<file path="src/sv/les_pkg.sv">
// Shared types and constants for the Lorenz Euler step core.
// Used by les_ctrl, les_dpath and lorenz_euler_step_core; no dependencies.
`default_nettype none

package les_pkg;

  localparam int COORD_W   = 32;
  localparam int FRAC_BITS = 20;
  localparam int PROD_W    = 2 * COORD_W;
  localparam int DT_W      = 16;
  localparam int SCALE_W   = 21;
  localparam int IDX_W     = 16;
  localparam int CFG_IDX_W = 4;
  localparam int CFG_DAT_W = 32;

  typedef logic signed [COORD_W-1:0] coord_t;
  typedef logic signed [PROD_W-1:0]  prod_t;

  typedef enum logic [CFG_IDX_W-1:0] {
    REG_SIGMA,
    REG_BETA,
    REG_RHO,
    REG_TIME_STEP,
    REG_OUTPUT_SCALE,
    REG_START_X,
    REG_START_Y,
    REG_START_Z
  } cfg_reg_t;

  typedef enum logic [3:0] {
    OP_DX,
    OP_MY,
    OP_XY,
    OP_BZ,
    OP_PX,
    OP_PY,
    OP_PZ,
    OP_EX,
    OP_EY,
    OP_EZ
  } op_t;

  typedef struct packed {
    logic start;
    logic prep;
    logic issue;
    op_t  op;
    logic publish;
  } cmd_t;

endpackage

`default_nettype wire

</file>
<file path="src/sv/lorenz_euler_step_core.sv">
// Top level of the Lorenz Euler step core: controller plus datapath.
// Depends on les_pkg, les_ctrl and les_dpath.
//
// Each accepted item advances the Lorenz point by one saturating Q12.20 Euler
// step and yields one result: the new point times output_scale, the step index
// and a clip flag. restart reloads start_x/y/z and zeroes the index first.
// Ten products go in turn through one shared 32x32 multiplier, one per cycle.
// in_stall stays high until the result is published, so no new item is taken
// before the last one is done. A finished result waits in the output register
// while the next item is accepted.
// Write configuration only while the block is idle; cfg_ready is always high.
`default_nettype none

module lorenz_euler_step_core
  import les_pkg::*;
(
  input  wire                        clk,
  input  wire                        rst_n,
  input  wire                        cfg_valid,
  output logic                       cfg_ready,
  input  wire  [CFG_IDX_W-1:0]       cfg_index,
  input  wire  [CFG_DAT_W-1:0]       cfg_data,
  input  wire                        in_valid,
  output logic                       in_stall,
  input  wire                        in_restart,
  output logic                       out_valid,
  input  wire                        out_stall,
  output logic signed [COORD_W-1:0]  out_x_out,
  output logic signed [COORD_W-1:0]  out_y_out,
  output logic signed [COORD_W-1:0]  out_z_out,
  output logic        [IDX_W-1:0]    out_step_index,
  output logic                       out_saturated
);

  cmd_t cmd;

  assign cfg_ready = 1'b1;

  les_ctrl u_ctrl (
    .clk       (clk),
    .rst_n     (rst_n),
    .in_valid  (in_valid),
    .in_stall  (in_stall),
    .out_valid (out_valid),
    .out_stall (out_stall),
    .cmd       (cmd)
  );

  les_dpath u_dpath (
    .clk            (clk),
    .rst_n          (rst_n),
    .cfg_we         (cfg_valid & cfg_ready),
    .cfg_index      (cfg_index),
    .cfg_data       (cfg_data),
    .cmd            (cmd),
    .in_restart     (in_restart),
    .out_x_out      (out_x_out),
    .out_y_out      (out_y_out),
    .out_z_out      (out_z_out),
    .out_step_index (out_step_index),
    .out_saturated  (out_saturated)
  );

endmodule

`default_nettype wire

</file>
<file path="src/sv/les_ctrl.sv">
// Controller for the Lorenz Euler step core: item handshake, op sequencing, result valid.
// Depends on les_pkg.
`default_nettype none

module les_ctrl
  import les_pkg::*;
(
  input  wire  clk,
  input  wire  rst_n,
  input  wire  in_valid,
  output logic in_stall,
  output logic out_valid,
  input  wire  out_stall,
  output cmd_t cmd
);

  typedef enum logic [2:0] {
    ST_IDLE,
    ST_PREP,
    ST_RUN,
    ST_DRAIN,
    ST_DONE
  } state_t;

  state_t state_r;
  op_t    op_r;
  logic   out_valid_r;
  logic   accept;
  logic   out_free;

  assign in_stall  = (state_r != ST_IDLE);
  assign out_valid = out_valid_r;
  assign accept    = in_valid && (state_r == ST_IDLE);
  assign out_free  = !out_valid_r || !out_stall;

  always_comb begin
    cmd         = '0;
    cmd.op      = op_r;
    cmd.start   = accept;
    cmd.prep    = (state_r == ST_PREP);
    cmd.issue   = (state_r == ST_RUN);
    cmd.publish = (state_r == ST_DONE) && out_free;
  end

  always_ff @(posedge clk) begin
    if (!rst_n) begin
      state_r     <= ST_IDLE;
      op_r        <= OP_DX;
      out_valid_r <= 1'b0;
    end else begin
      if ((state_r == ST_DONE) && out_free) begin
        out_valid_r <= 1'b1;
      end else if (out_valid_r && !out_stall) begin
        out_valid_r <= 1'b0;
      end
      case (state_r)
        ST_IDLE: begin
          if (accept) begin
            state_r <= ST_PREP;
          end
        end
        ST_PREP: begin
          op_r    <= OP_DX;
          state_r <= ST_RUN;
        end
        ST_RUN: begin
          if (op_r == OP_EZ) begin
            state_r <= ST_DRAIN;
          end else begin
            op_r <= op_t'(op_r + 4'd1);
          end
        end
        ST_DRAIN: begin
          state_r <= ST_DONE;
        end
        ST_DONE: begin
          if (out_free) begin
            state_r <= ST_IDLE;
          end
        end
        default: begin
          state_r <= ST_IDLE;
        end
      endcase
    end
  end

endmodule

`default_nettype wire

</file>
<file path="src/sv/les_dpath.sv">
// Datapath for the Lorenz Euler step core: config registers, point state,
// one shared multiplier with saturating retire stage, output registers. Depends on les_pkg.
`default_nettype none

module les_dpath
  import les_pkg::*;
(
  input  wire                         clk,
  input  wire                         rst_n,
  input  wire                         cfg_we,
  input  wire  [CFG_IDX_W-1:0]        cfg_index,
  input  wire  [CFG_DAT_W-1:0]        cfg_data,
  input  cmd_t                        cmd,
  input  wire                         in_restart,
  output logic signed [COORD_W-1:0]   out_x_out,
  output logic signed [COORD_W-1:0]   out_y_out,
  output logic signed [COORD_W-1:0]   out_z_out,
  output logic        [IDX_W-1:0]     out_step_index,
  output logic                        out_saturated
);

  localparam coord_t CMAX = {1'b0, {(COORD_W-1){1'b1}}};
  localparam coord_t CMIN = {1'b1, {(COORD_W-1){1'b0}}};

  localparam coord_t SIGMA_RST = 32'sd10485760;
  localparam coord_t BETA_RST  = 32'sd2796132;
  localparam coord_t RHO_RST   = 32'sd29360128;
  localparam coord_t START_RST = 32'sd1048576;
  localparam logic [DT_W-1:0]    DT_RST    = 16'd1049;
  localparam logic [SCALE_W-1:0] SCALE_RST = 21'd31457;

  typedef struct packed {
    logic   clip;
    coord_t val;
  } res_t;

  function automatic res_t sat_addsub(input coord_t a, input coord_t b, input logic sub);
    logic signed [COORD_W:0] s;
    res_t r;
    s = sub ? ({a[COORD_W-1], a} - {b[COORD_W-1], b})
            : ({a[COORD_W-1], a} + {b[COORD_W-1], b});
    r.clip = (s[COORD_W] != s[COORD_W-1]);
    r.val  = r.clip ? (s[COORD_W] ? CMIN : CMAX) : s[COORD_W-1:0];
    return r;
  endfunction

  function automatic res_t sat_prod(input prod_t p);
    prod_t sh;
    res_t r;
    sh     = p >>> FRAC_BITS;
    r.clip = (sh[PROD_W-1:COORD_W-1] != {(PROD_W-COORD_W+1){sh[COORD_W-1]}});
    r.val  = r.clip ? (p[PROD_W-1] ? CMIN : CMAX) : sh[COORD_W-1:0];
    return r;
  endfunction

  coord_t sigma_r, beta_r, rho_r, start_x_r, start_y_r, start_z_r;
  logic [DT_W-1:0]    dt_r;
  logic [SCALE_W-1:0] scale_r;

  coord_t x_r, y_r, z_r;
  coord_t d1_r, d2_r, dx_r, dy_r, dz_r, t_r;
  coord_t ex_r, ey_r, ez_r;
  logic [IDX_W-1:0] cnt_r;
  logic   flag_r;

  prod_t  prod_r;
  prod_t  prod_nxt;
  logic   ret_vld_r;
  op_t    ret_op_r;

  coord_t mul_a, mul_b;
  res_t   pres;
  coord_t add_a, add_b;
  logic   add_sub, add_use;
  res_t   ares;
  res_t   prep_d1, prep_d2;

  always_comb begin
    mul_a = sigma_r;
    mul_b = d1_r;
    case (cmd.op)
      OP_DX: begin mul_a = sigma_r; mul_b = d1_r; end
      OP_MY: begin mul_a = x_r; mul_b = d2_r; end
      OP_XY: begin mul_a = x_r; mul_b = y_r; end
      OP_BZ: begin mul_a = beta_r; mul_b = z_r; end
      OP_PX: begin mul_a = coord_t'({{(COORD_W-DT_W){1'b0}}, dt_r}); mul_b = dx_r; end
      OP_PY: begin mul_a = coord_t'({{(COORD_W-DT_W){1'b0}}, dt_r}); mul_b = dy_r; end
      OP_PZ: begin mul_a = coord_t'({{(COORD_W-DT_W){1'b0}}, dt_r}); mul_b = dz_r; end
      OP_EX: begin mul_a = x_r; mul_b = coord_t'({{(COORD_W-SCALE_W){1'b0}}, scale_r}); end
      OP_EY: begin mul_a = y_r; mul_b = coord_t'({{(COORD_W-SCALE_W){1'b0}}, scale_r}); end
      OP_EZ: begin mul_a = z_r; mul_b = coord_t'({{(COORD_W-SCALE_W){1'b0}}, scale_r}); end
      default: begin mul_a = sigma_r; mul_b = d1_r; end
    endcase
    prod_nxt = mul_a * mul_b;
  end

  assign pres    = sat_prod(prod_r);
  assign prep_d1 = sat_addsub(y_r, x_r, 1'b1);
  assign prep_d2 = sat_addsub(rho_r, z_r, 1'b1);

  always_comb begin
    add_a   = pres.val;
    add_b   = y_r;
    add_sub = 1'b1;
    add_use = 1'b0;
    case (ret_op_r)
      OP_MY: begin add_a = pres.val; add_b = y_r; add_sub = 1'b1; add_use = 1'b1; end
      OP_BZ: begin add_a = t_r; add_b = pres.val; add_sub = 1'b1; add_use = 1'b1; end
      OP_PX: begin add_a = x_r; add_b = pres.val; add_sub = 1'b0; add_use = 1'b1; end
      OP_PY: begin add_a = y_r; add_b = pres.val; add_sub = 1'b0; add_use = 1'b1; end
      OP_PZ: begin add_a = z_r; add_b = pres.val; add_sub = 1'b0; add_use = 1'b1; end
      default: begin add_use = 1'b0; end
    endcase
    ares = sat_addsub(add_a, add_b, add_sub);
  end

  always_ff @(posedge clk) begin
    if (!rst_n) begin
      sigma_r   <= SIGMA_RST;
      beta_r    <= BETA_RST;
      rho_r     <= RHO_RST;
      dt_r      <= DT_RST;
      scale_r   <= SCALE_RST;
      start_x_r <= START_RST;
      start_y_r <= START_RST;
      start_z_r <= START_RST;
    end else if (cfg_we) begin
      case (cfg_index)
        REG_SIGMA:        sigma_r   <= coord_t'(cfg_data);
        REG_BETA:         beta_r    <= coord_t'(cfg_data);
        REG_RHO:          rho_r     <= coord_t'(cfg_data);
        REG_TIME_STEP:    dt_r      <= cfg_data[DT_W-1:0];
        REG_OUTPUT_SCALE: scale_r   <= cfg_data[SCALE_W-1:0];
        REG_START_X:      start_x_r <= coord_t'(cfg_data);
        REG_START_Y:      start_y_r <= coord_t'(cfg_data);
        REG_START_Z:      start_z_r <= coord_t'(cfg_data);
        default: ;
      endcase
    end
  end

  always_ff @(posedge clk) begin
    if (!rst_n) begin
      x_r       <= START_RST;
      y_r       <= START_RST;
      z_r       <= START_RST;
      cnt_r     <= '0;
      flag_r    <= 1'b0;
      ret_vld_r <= 1'b0;
      ret_op_r  <= OP_DX;
    end else begin
      ret_vld_r <= cmd.issue;
      ret_op_r  <= cmd.op;
      if (cmd.start && in_restart) begin
        x_r   <= start_x_r;
        y_r   <= start_y_r;
        z_r   <= start_z_r;
        cnt_r <= '0;
      end
      if (cmd.prep) begin
        d1_r   <= prep_d1.val;
        d2_r   <= prep_d2.val;
        flag_r <= prep_d1.clip | prep_d2.clip;
      end
      if (ret_vld_r) begin
        flag_r <= flag_r | pres.clip | (add_use & ares.clip);
        case (ret_op_r)
          OP_DX: dx_r <= pres.val;
          OP_MY: dy_r <= ares.val;
          OP_XY: t_r  <= pres.val;
          OP_BZ: dz_r <= ares.val;
          OP_PX: x_r  <= ares.val;
          OP_PY: y_r  <= ares.val;
          OP_PZ: z_r  <= ares.val;
          OP_EX: ex_r <= pres.val;
          OP_EY: ey_r <= pres.val;
          OP_EZ: ez_r <= pres.val;
          default: ;
        endcase
      end
      if (cmd.publish) begin
        cnt_r <= cnt_r + 1'b1;
      end
    end
  end

  always_ff @(posedge clk) begin
    if (cmd.issue) begin
      prod_r <= prod_nxt;
    end
    if (cmd.publish) begin
      out_x_out      <= ex_r;
      out_y_out      <= ey_r;
      out_z_out      <= ez_r;
      out_step_index <= cnt_r;
      out_saturated  <= flag_r;
    end
  end

endmodule

`default_nettype wire
</file>
<file path="config.mk">
export PLATFORM = sky130hd
export DESIGN_NAME = lorenz_euler_step_core
export DESIGN_NICKNAME = d
export VERILOG_FILES = /design/src/sv/les_pkg.sv /design/src/sv/lorenz_euler_step_core.sv /design/src/sv/les_ctrl.sv /design/src/sv/les_dpath.sv
export SDC_FILE = /design/constraint.sdc
export NUM_CORES = 2
export LEC_CHECK = 0
export BUFFER_PORTS_ARGS = -buffer_cell sky130_fd_sc_hd__buf_4
export CORE_ASPECT_RATIO = 0.6
export CORE_MARGIN = 4
export CORE_UTILIZATION = 45
export DETAILED_ROUTE_END_ITERATION = 7
export PLACE_DENSITY = 0.69
export SETUP_SLACK_MARGIN = 0.15
export SLEW_MARGIN = 15
export SYNTH_ARGS = -nofsm -noshare
export SYNTH_HDL_FRONTEND = slang
export SYNTH_HIERARCHICAL = 1
export SYNTH_SLANG_ARGS = --single-unit
</file>
<file path="constraint.sdc">
create_clock -name clk -period 22.6 [get_ports clk]
set_input_delay 1.13 -clock clk [delete_from_list [all_inputs] [get_ports clk]]
set_output_delay 1.13 -clock clk [all_outputs]
set_load 0.02 [all_outputs]
</file>
==> summary.md <==
• 0.0726 mm2 — synthesized area
• 158 — Ports
• 0.282 — post-synthesis sequential area ratio
• sky130_fd_sc_hd__o21ai_1 — cell with the biggest individual delay on the critical path
• finished with violations — status
• 0.456 — effective utilization at floorplan
• 1319 x sky130_fd_sc_hd__nand2_1, 1084 x sky130_fd_sc_hd__fa_1, 1079 x sky130_fd_sc_hd__inv_1 — commonest cells after routing, fill and taps aside
• 6.28 — DR vias/cell
• 3 — number of buffers between clock root and the deepest sink
• flop — type of element capturing the critical path
• 9054 — number of nets in the synthesized netlist
• 9875 — filler-free cell count of the finished design
• yes — clock tree from TritonCTS
• 0 — count of max-cap constraint violations
• sky130_fd_sc_hd__edfxtp_1 — primary flip-flop cell chosen by synthesis mapping
• 25 — antenna violations before repair
• 0 ns — accumulated negative setup slack
• flop to flop — Setup CP Type
• sky130_fd_sc_hd__fa_1 — most frequent cell on the critical path
• 0 — setup fix buffers added after clock tree synthesis
• 1.04 ns — stage delay of the slowest cell on the critical path
• 0.70 ns — worst-skew pair later-pin latency
• 10127 — violation count after the first detailed-route iteration
• 0.406 ns — WHS
• 12.50 ns — minimum clock period
• 0.553 — final cycle utilization of the critical path
• 0.0878 — share of final-layout standard cells stronger than drive strength 1
• 0.06 ns — Clock transition at path regs
• 800 — CTS sink count
• 0 — final-report setup violation count
• 445 — number of synthesized flops with an enable pin
• 51 — critical path fanouts, max
• 334000 um — overall routed net length
• 1.10 — GPL Wtd Cong
• 156 — total of buffers placed on input and output ports
• 0 — final slew viol count
• 260000 um — Detail Placement HPWL
• 33.8 um — average routed wire per standard cell
• 0.0335 ns — maximum clock skew at final layout
• 58598 — via count of the first global-routing pass
• 108 — pin count of the biggest net entering global routing
• 9074 — final layout net count
• 34.0 nW — static leakage
• false — unrepaired setup endpoints after global routing
• sky130_fd_sc_hd__nand2_1 — most frequent standard cell in the layout excluding fill and tap cells
• 0.0849 — relative max-transition margin
• 3 — H-tree Lvls
• 10.10 ns — slack of the worst reg-to-reg path
• 0.168 mm2 — die area
• flop — critical path startpoint category
• 0 — fraction of registers with async set or reset after synthesis
• u_dpath/prod_r — Top reg by flops
• 83.2 mW/mm2 — power density normalized to cell area
• 800 — Seq cells post-synth
• flop to flop — worst min-delay path class
• 0 — Post-CTS Resized
• 76 — number of buffers inserted during clock tree synthesis
• 98.4 uV — worst vdd rail ir drop
• 80.0 MHz — highest attainable clock frequency
• 0 — GRT overflow
• 15 — detailed-route DRC error count
• 8 — 1st-pass router iterations
• DRC — failing checks
• 23.01 ns — critical path required time
• 319 um — vertical die dimension
• 527 um — die width
• sky130_fd_sc_hd__clkbuf_16 — clock root buffer
• 0 — count of hold buffers inserted by post-cts repair
• 462000 um — global-route wire length before repair
• 1.36 ns — Worst Tran Pin Value
• 0.391 — Total GRT Usage
• 44 — flip-flop count of the largest register after layout
• 9.49 um2 — synthesized area per cell
• 7648 — Post-Syn Instances
• 6 — number of synthesis warnings
• 113 — num rows
• 61993 — routed vias
• 0.159 mm2 — core region area
• 0 — post-detailed-route count of antenna-violating nets
• 102 — unique cell type count in the Yosys netlist
• 9716 — placed instance count
• 9.67% — layout-stage area growth over the synthesis result
• 0 — final hold violations
• 12.91 ns — arrival time of data at the critical path endpoint
## through the flow
stage	worst slack [ns]	cell area (um2)	power, W	util
after floorplan	12.89	72600	0.00369	-
after global placement	10.58	77000	0.00507	0.483
after detailed placement	10.51	77000	0.00510	0.483
after CTS	10.51	79600	0.00643	0.499
after global routing	9.87	79600	0.00687	0.500
final	10.10	79600	0.00662	0.500
## worst paths after layout
check                                 startpoint                    end  depth (start not counted)
worst min-delay path            u_dpath/ez_r[22]  u_dpath/out_z_out[22]                          0
worst max-delay path              u_ctrl/op_r[2]     u_dpath/prod_r[29]                         31
worst max register to register    u_ctrl/op_r[2]     u_dpath/prod_r[29]                         31
worst min register to register  u_dpath/ez_r[22]  u_dpath/out_z_out[22]                          0
## logic make-up (layout without fill, tap and decap cells)
| logic type | count (synthesis) | in the layout | synth area share |
|---|---|---|---|
| AND/OR/NAND/NOR | 2399 | 2399 | 0.137 |
| buffers and inverters | 1525 | 1608 | 0.0802 |
| multiplexers | 61 | 61 | 0.00853 |
| other | 1 | 18 | 0.0000516 |
| flip-flops | 800 | 800 | 0.282 |
| adder cells (fa/ha/maj) | 1380 | 1380 | 0.349 |
| AO/OA/AOI/OAI | 1291 | 1291 | 0.120 |
| XOR/XNOR | 191 | 191 | 0.0230 |
## layer usage
| layer | routed length [um] | global-route usage |
|---|---|---|
| met3 | 69900 | 0.271 |
| met5 | 1200 | 0.0342 |
| met1 | 140000 | 0.571 |
| met2 | 114000 | 0.453 |
| met4 | 8600 | 0.0845 |
## report_power, final
part	switching, W	internal, W	total, W
logic	0.00241	0.00112	0.00353
registers	0.0000477	0.00169	0.00174
clock network	0.000631	0.000716	0.00135
total	0.00309	0.00353	0.00662
## worst max-delay path, delay by kind of cell, from the launching register on
family,cells,cell delay [ns]
compound gates,11,4.55
fa+ha+maj,9,3.86
buf+inv,7,1.58
flops,1,0.99
simple gates,3,0.90
xor+xnor,1,0.24
## synthesized netlist by cell type (56+ instances only)
cell type | number | area, um2
sky130_fd_sc_hd__a21o_1 | 80 | 601
sky130_fd_sc_hd__a21oi_1 | 450 | 2250
sky130_fd_sc_hd__a22oi_1 | 192 | 1440
sky130_fd_sc_hd__clkbuf_1 | 393 | 1480
sky130_fd_sc_hd__dfxtp_1 | 355 | 7110
sky130_fd_sc_hd__edfxtp_1 | 445 | 13400
sky130_fd_sc_hd__fa_1 | 1084 | 21700
sky130_fd_sc_hd__ha_1 | 280 | 3500
sky130_fd_sc_hd__inv_1 | 1080 | 4050
sky130_fd_sc_hd__nand2_1 | 1323 | 4970
sky130_fd_sc_hd__nand3_1 | 95 | 475
sky130_fd_sc_hd__nor2_1 | 680 | 2550
sky130_fd_sc_hd__o21ai_0 | 133 | 666
sky130_fd_sc_hd__xnor2_1 | 135 | 1180
sky130_fd_sc_hd__xor2_1 | 56 | 490
## area by class of cell
cell class | count | area, um2
antenna | 17 | 42.5
clock buffer | 97 | 2090
clock inverter | 44 | 443
fill | 14699 | 79700
inverter | 1081 | 4070
multi-input combinational | 5323 | 47000
sequential | 800 | 20500
tap | 2127 | 2660
timing repair buffer | 386 | 2900
(Power assumes the default switching activity.)
